$ cat src/design/life_like_automaton_torus_assert.svh
// ----------------------------------------------------------------------------
// Life-like automaton: assertion macros
// Implication checks clocked on aclk and switched off while aresetn is low.
// ----------------------------------------------------------------------------
`ifndef LIFE_LIKE_AUTOMATON_TORUS_ASSERT_SVH
`define LIFE_LIKE_AUTOMATON_TORUS_ASSERT_SVH

// consequent must hold in the same cycle as the antecedent
`define LLA_ASSERT_NOW(label, ante, cons, msg) \
    label: assert property (@(posedge aclk) disable iff (!aresetn) (ante) |-> (cons)) \
        else $error(msg);

// consequent must hold in the cycle after the antecedent
`define LLA_ASSERT_NEXT(label, ante, cons, msg) \
    label: assert property (@(posedge aclk) disable iff (!aresetn) (ante) |=> (cons)) \
        else $error(msg);

`endif

$ cat src/design/lla_pkg.sv
// ----------------------------------------------------------------------------
// lla_pkg
// Shared constants and types of the life-like automaton on a torus.
// ----------------------------------------------------------------------------
`default_nettype none

package lla_pkg;

    localparam int MAX_COLS_DEF = 128;
    localparam int MAX_ROWS_DEF = 64;

    // item modes
    localparam logic [1:0] MODE_WRITE = 2'd0;
    localparam logic [1:0] MODE_READ  = 2'd1;
    localparam logic [1:0] MODE_STEP  = 2'd2;

    // register indexes
    localparam logic [1:0] REG_BIRTH   = 2'd0;
    localparam logic [1:0] REG_SURVIVE = 2'd1;
    localparam logic [1:0] REG_WIDTH   = 2'd2;
    localparam logic [1:0] REG_HEIGHT  = 2'd3;

    // register reset values (B3/S23 on 100 x 50)
    localparam logic [8:0] BIRTH_RST   = 9'd8;
    localparam logic [8:0] SURVIVE_RST = 9'd12;
    localparam logic [7:0] WIDTH_RST   = 8'd100;
    localparam logic [6:0] HEIGHT_RST  = 7'd50;

    // generation engine status
    typedef struct packed {
        logic busy;
        logic done;
    } lla_stat_t;

endpackage

`default_nettype wire

$ cat src/design/lla_gen_engine.sv
// ----------------------------------------------------------------------------
// lla_gen_engine
// Sweeps the cell memories: clearing pass after reset, bank copy and the
// generation update with a 3 x 3 sliding window (three reads per column).
// ----------------------------------------------------------------------------
`default_nettype none

`include "life_like_automaton_torus_assert.svh"

module lla_gen_engine #(
    parameter int MAX_COLS = lla_pkg::MAX_COLS_DEF,
    parameter int MAX_ROWS = lla_pkg::MAX_ROWS_DEF,
    localparam int CW = $clog2(MAX_COLS),
    localparam int RW = $clog2(MAX_ROWS),
    localparam int AW = CW + RW,
    localparam int DEPTH = MAX_ROWS * (1 << CW)
) (
    input  wire logic          aclk,
    input  wire logic          aresetn,
    input  wire logic          go,
    input  wire logic [8:0]    birth_mask,
    input  wire logic [8:0]    survive_mask,
    input  wire logic [CW:0]   eff_w,
    input  wire logic [RW:0]   eff_h,
    input  wire logic          rd_data,
    output logic      [AW-1:0] rd_addr,
    output logic               wr_en,
    output logic               wr_both,
    output logic      [AW-1:0] wr_addr,
    output logic               wr_data,
    output lla_pkg::lla_stat_t stat
);

    typedef enum logic [2:0] {E_IDLE, E_CLEAR, E_COPY, E_GEN, E_DRAIN} eng_state_t;

    // position of a read within the three-row window
    localparam logic [1:0] WIN_ABOVE = 2'd0;
    localparam logic [1:0] WIN_MID   = 2'd1;
    localparam logic [1:0] WIN_BELOW = 2'd2;

    eng_state_t      state_reg;
    logic [AW-1:0]   ca_reg;
    logic [RW-1:0]   row_reg;
    logic [CW-1:0]   colk_reg;
    logic [CW-1:0]   wcol_reg;
    logic [CW+1:0]   kcnt_reg;
    logic [1:0]      j_reg;
    logic            done_reg;

    // read in flight
    logic            tag_v_reg;
    logic            tag_copy_reg;
    logic [AW-1:0]   tag_addr_reg;
    logic [1:0]      tag_j_reg;
    logic            tag_emit_reg;
    logic [RW-1:0]   tag_row_reg;

    // window columns: bit 0 above, bit 1 centre row, bit 2 below
    logic            c0_reg;
    logic            c1_reg;
    logic [2:0]      lcol_reg;
    logic [2:0]      ccol_reg;

    logic [RW:0]     h_last_full;
    logic [CW:0]     w_last_full;
    logic [RW-1:0]   h_last;
    logic [CW-1:0]   w_last;
    logic [RW-1:0]   row_up;
    logic [RW-1:0]   row_dn;
    logic [RW-1:0]   row_sel;
    logic [CW-1:0]   col_nx;
    logic [CW-1:0]   wcol_nx;
    logic [CW+1:0]   kcnt_end;
    logic [CW:0]     wcol_ext;
    logic [2:0]      newcol;
    logic [3:0]      nbr_cnt;
    logic            rule_bit;

    function automatic logic [3:0] popcount8(input logic [7:0] v);
        logic [3:0] s;
        s = '0;
        for (int i = 0; i < 8; i++) begin
            s = s + {3'b000, v[i]};
        end
        return s;
    endfunction

    assign h_last_full = eff_h - (RW+1)'(1);
    assign w_last_full = eff_w - (CW+1)'(1);
    assign h_last      = h_last_full[RW-1:0];
    assign w_last      = w_last_full[CW-1:0];
    assign row_up      = (row_reg == '0) ? h_last : row_reg - 1'b1;
    assign row_dn      = (row_reg == h_last) ? '0 : row_reg + 1'b1;
    assign col_nx      = (colk_reg == w_last) ? '0 : colk_reg + 1'b1;
    assign wcol_nx     = (wcol_reg == w_last) ? '0 : wcol_reg + 1'b1;
    assign kcnt_end    = (CW+2)'(eff_w) + (CW+2)'(1);
    assign wcol_ext    = {1'b0, wcol_reg};

    always_comb begin
        case (j_reg)
            WIN_ABOVE: row_sel = row_up;
            WIN_MID:   row_sel = row_reg;
            default:   row_sel = row_dn;
        endcase
    end

    assign newcol   = {rd_data, c1_reg, c0_reg};
    assign nbr_cnt  = popcount8({lcol_reg, ccol_reg[2], ccol_reg[0], newcol});
    assign rule_bit = ccol_reg[1] ? survive_mask[nbr_cnt] : birth_mask[nbr_cnt];

    assign rd_addr = (state_reg == E_GEN) ? {row_sel, colk_reg} : ca_reg;

    always_comb begin
        wr_en   = 1'b0;
        wr_both = 1'b0;
        wr_addr = ca_reg;
        wr_data = 1'b0;
        if (state_reg == E_CLEAR) begin
            wr_en   = 1'b1;
            wr_both = 1'b1;
        end else if (tag_v_reg && tag_copy_reg) begin
            wr_en   = 1'b1;
            wr_addr = tag_addr_reg;
            wr_data = rd_data;
        end else if (tag_v_reg && (tag_j_reg == WIN_BELOW) && tag_emit_reg) begin
            wr_en   = 1'b1;
            wr_addr = {tag_row_reg, wcol_reg};
            wr_data = rule_bit;
        end
    end

    assign stat.busy = (state_reg != E_IDLE);
    assign stat.done = done_reg;

    always_ff @(posedge aclk) begin
        if (!aresetn) begin
            state_reg <= E_CLEAR;
            ca_reg    <= '0;
            tag_v_reg <= 1'b0;
            done_reg  <= 1'b0;
        end else begin
            done_reg     <= (state_reg == E_DRAIN);
            tag_v_reg    <= (state_reg == E_COPY) || (state_reg == E_GEN);
            tag_copy_reg <= (state_reg == E_COPY);
            tag_addr_reg <= ca_reg;
            tag_j_reg    <= j_reg;
            tag_emit_reg <= (kcnt_reg >= (CW+2)'(2));
            tag_row_reg  <= row_reg;

            case (state_reg)
                E_IDLE: begin
                    if (go) begin
                        state_reg <= E_COPY;
                        ca_reg    <= '0;
                    end
                end
                E_CLEAR: begin
                    ca_reg <= ca_reg + 1'b1;
                    if (ca_reg == AW'(DEPTH - 1)) begin
                        state_reg <= E_IDLE;
                    end
                end
                E_COPY: begin
                    ca_reg <= ca_reg + 1'b1;
                    if (ca_reg == AW'(DEPTH - 1)) begin
                        state_reg <= E_GEN;
                        row_reg   <= '0;
                        colk_reg  <= w_last;
                        kcnt_reg  <= '0;
                        j_reg     <= WIN_ABOVE;
                        wcol_reg  <= '0;
                    end
                end
                E_GEN: begin
                    if (j_reg == WIN_BELOW) begin
                        j_reg <= WIN_ABOVE;
                        // column sequence per row: w-1, 0, 1 .. w-1, 0
                        if (kcnt_reg == kcnt_end) begin
                            if (row_reg == h_last) begin
                                state_reg <= E_DRAIN;
                            end else begin
                                row_reg  <= row_reg + 1'b1;
                                colk_reg <= w_last;
                                kcnt_reg <= '0;
                            end
                        end else begin
                            colk_reg <= col_nx;
                            kcnt_reg <= kcnt_reg + 1'b1;
                        end
                    end else begin
                        j_reg <= j_reg + 2'd1;
                    end
                end
                E_DRAIN: begin
                    state_reg <= E_IDLE;
                end
                default: begin
                    state_reg <= E_IDLE;
                end
            endcase

            if (tag_v_reg && !tag_copy_reg) begin
                case (tag_j_reg)
                    WIN_ABOVE: c0_reg <= rd_data;
                    WIN_MID:   c1_reg <= rd_data;
                    WIN_BELOW: begin
                        lcol_reg <= ccol_reg;
                        ccol_reg <= newcol;
                        if (tag_emit_reg) begin
                            wcol_reg <= wcol_nx;
                        end
                    end
                    default: begin
                    end
                endcase
            end
        end
    end

    `LLA_ASSERT_NOW(a_idle_no_write, !stat.busy, !wr_en, "memory written while engine idle")
    `LLA_ASSERT_NOW(a_col_count_bound, state_reg == E_GEN, kcnt_reg <= kcnt_end,
        "column count ran past the row")
    `LLA_ASSERT_NOW(a_wcol_in_grid, tag_v_reg && !tag_copy_reg, wcol_ext < eff_w,
        "write column outside active width")

endmodule

`default_nettype wire

$ cat config.mk
export PLATFORM = sky130hd
export DESIGN_NAME = lla_gen_engine
export DESIGN_NICKNAME = d
export VERILOG_FILES = /design/src/design/lla_pkg.sv /design/src/design/lla_gen_engine.sv
export VERILOG_INCLUDE_DIRS = /design/src /design/src/design
export SDC_FILE = /design/constraint.sdc
export NUM_CORES = 1
export LEC_CHECK = 0
export ABC_AREA = 1
export BUFFER_PORTS_ARGS = -buffer_cell sky130_fd_sc_hd__buf_2
export CAP_MARGIN = 20
export CORE_UTILIZATION = 45
export CTS_CLUSTER_SIZE = 20
export DETAILED_ROUTE_END_ITERATION = 8
export GPL_ROUTABILITY_DRIVEN = 0
export PLACE_DENSITY = 0.72
export SLEW_MARGIN = 25
export SYNTH_ARGS = -nofsm -noshare
export SYNTH_HDL_FRONTEND = slang
export SYNTH_SLANG_ARGS = --single-unit
$ cat constraint.sdc
create_clock -name aclk -period 6.7 [get_ports aclk]
set_clock_uncertainty 0.1 [all_clocks]
set_input_delay 0.335 -clock aclk [delete_from_list [all_inputs] [get_ports aclk]]
set_output_delay 0.335 -clock aclk [all_outputs]
set_load 0.01 [all_outputs]
==> impl_metrics.toml <==
[route]
via_count = 5142
drc_errors = 0
dr.pass1.iters = 5
post_drt_wl_per_cell_um = 13.1
drt_iter0_drc = 346
routed_wl_um = 12900
detail-route-antenna-nets = 0
via_per_inst = 5.20

[global_route]
first_global_vias = 4608
grt_antenna_before_repair = 0
gr-usage-all-layers = 0.213
top_usage_layer = "met2"
grtUsageMet2 = 0.348
met3_usage = 0.0356
grt.met1_usage = 0.292
grt_pass1_wl_um = 21900
grt-ovfl-total = 0
grt_max_degree = 38

[cts]
cts_resized = 0
htreeDepth = 3
cts-root-buf = "clkbuf_16"
clkSinkCount = 80
cts_made_buffers = 9
postCtsHoldBufs = 0
cts.path.max_buffers = 2
insertion_delay_ns = 0.34
clk_pin_slew_ns = 0.05
cts_tree = "done"
post_cts_buffers = 0

[sta]
fin_crit_ns = 4.36
finalSetupTns_ns = 0
holdWs_ns = 0.187
tightest_slew_ns = 0.985
final.period_utilization = 0.651
fmax_mhz = 229
hold_viol = 0
drv_slew = 0
max_slew_margin = 0.341
rsz0062_at_grt = "false"
finalSetupViolCount = 0

[critical_path]
reg2reg_slack_ns = 4.30
cp.arrival_ns = 3.92
cp_common_cell = "fa_1"
cp_slowest_cell = "fa_1"
slowest_delay_ns = 0.65
cp_cell_sequence = "inv_1 -> fa_1 -> fa_1 -> fa_1 -> inv_1 -> ha_1 -> inv_1 -> fa_1 -> a21oi_1 -> a22oi_1 -> nand2_1 -> nand3_1 -> nand2_1 -> nand2_1 -> nand3_1 -> a21oi_1 -> buf_2"
startpoint_type = "flop"
crit_required_ns = 6.26
crit_fanout = 9
worstSetupPathType = "flop to output port"
crit_path_end_kind = "output port"

[cells_and_area]
drive_above_1_share = 0.143
fin_nets = 873
diodes = 0
fin_util = 0.526
syn2layout_area_growth_pct = 13.4

[placed_design]
portBuffers = 66
hpwl_um = 9830

[yosys]
yosysTopAreaCell = "edfxtp_1"
yosysTopAreaCellShare = 0.333
yosysMostFrequentCell = "nand2_1"
synthArstFlopShare = 0
synth_edf_count = 62
syn_area_per_cell_um2 = 7.46
synth_seq_cells = 80
synth_fp_nets = 809
syn-cell-area_um2 = 5600
synth_ff_type = "edfxtp_1"
synth_common_cells = "nand2_1, inv_1, nor2_1"
ys_top_cells_by_area = "edfxtp_1, nand2_1, inv_1"
yosysSeqAreaShare = 0.397
synthCells = 751
yosys.cell_types.count = 45
ys_warn_count = 0

[min_path]
hold_class = "input port to flop"

[pwr]
power_density_nw_per_um2 = 270
p_total_uw = 1710
switching_share = 0.378
p_leak_uw = 0.00291
power.internal_uw = 1060
irDropWorstVdd_mv = 0.125
pwr-share-clk = 0.268
p_comb_frac = 0.348
p_seq_frac = 0.384
power.switching_uw = 648

[die]
die_w_um = 114
start_util = 0.464
die_area_um2 = 12900
coreArea_um2 = 12100
chipHeight_um = 114
ios = 68
rows = 40

[flow_run]
drv_cap = 0

[outcome]
status = "finished, final reports clean"
[layout by cell type, fill, tap and decap left out, drive strengths merged, types with 8 or more instances in the layout]
cell	netlist	layout
o21ai	43	43
nand3	72	72
ha	17	17
o22ai	15	15
inv	118	118
buf	8	67
xor2	23	23
nand4	17	17
nor3	19	19
o211ai	8	8
clkbuf	6	14
edfxtp	62	62
dfxtp	18	18
nand2	192	192
nor2	79	79
a21oi	28	28
[kinds of logic after synthesis]
family	after synthesis	synth area share
and+or+nand+nor	389	0.313
buffers and inverters	134	0.0950
AOI/OAI and AO/OA	103	0.104
DFF	80	0.397
xor gates and xnor gates	24	0.0389
adders and majority gates	21	0.0523
[stage by stage]
| step | instance area (um^2) | cells | setup WS, ns |
|---|---|---|---|
| 3_3_place_gp | 6070 | 972 | 2.51 |
| 5_1_grt | 6350 | 988 | 2.00 |
| 4_1_cts | 6340 | 988 | 2.31 |
| 6_report | 6350 | 988 | 2.34 |
| 2_1_floorplan | 5600 | 751 | 2.85 |
| 3_5_place_dp | 6070 | 972 | 2.50 |
[per-layer routing]
layer	part of all wire	wire (um)
met5	0	0
met4	0.012	161
met3	0.049	628
met2	0.46	5950
met1	0.48	6210
[worst max-delay path, delay by kind of cell (launching register included)]
kind / cells / cell delay (ns)
buffers and inverters: 4 / 0.35
and+or+nand+nor: 5 / 0.30
adders and majority gates: 5 / 2.15
AOI/OAI and AO/OA: 3 / 0.40
DFF: 1 / 0.38
[area by class of cell]
cell class                 instances  area, um^2
clock buffer                      14         264
clock inverter                     2        15.0
fill                            1170        5710
inverter                         120         450
multi-input combinational        537        2850
sequential                        80        2220
tap                              168         210
timing repair buffer              67         338
[power groups by stage]
stage               registers [uW]  clock network [uW]  logic [uW]
floorplan                      651                   0         439
global placement               667                   0         587
detailed placement             668                   0         592
CTS                            658                 463         595
global route                   667                 481         679
finish                         658                 458         596
[final timing paths]
kind	cells after the start	startpoint	to
max	17	c0_reg	wr_data
max reg2reg	6	tag_j_reg[0]	wcol_reg[6]
min	1	rd_data	c0_reg
min reg2reg	0	c0_reg	ccol_reg[0]
Power figures use the tool's default switching activity.
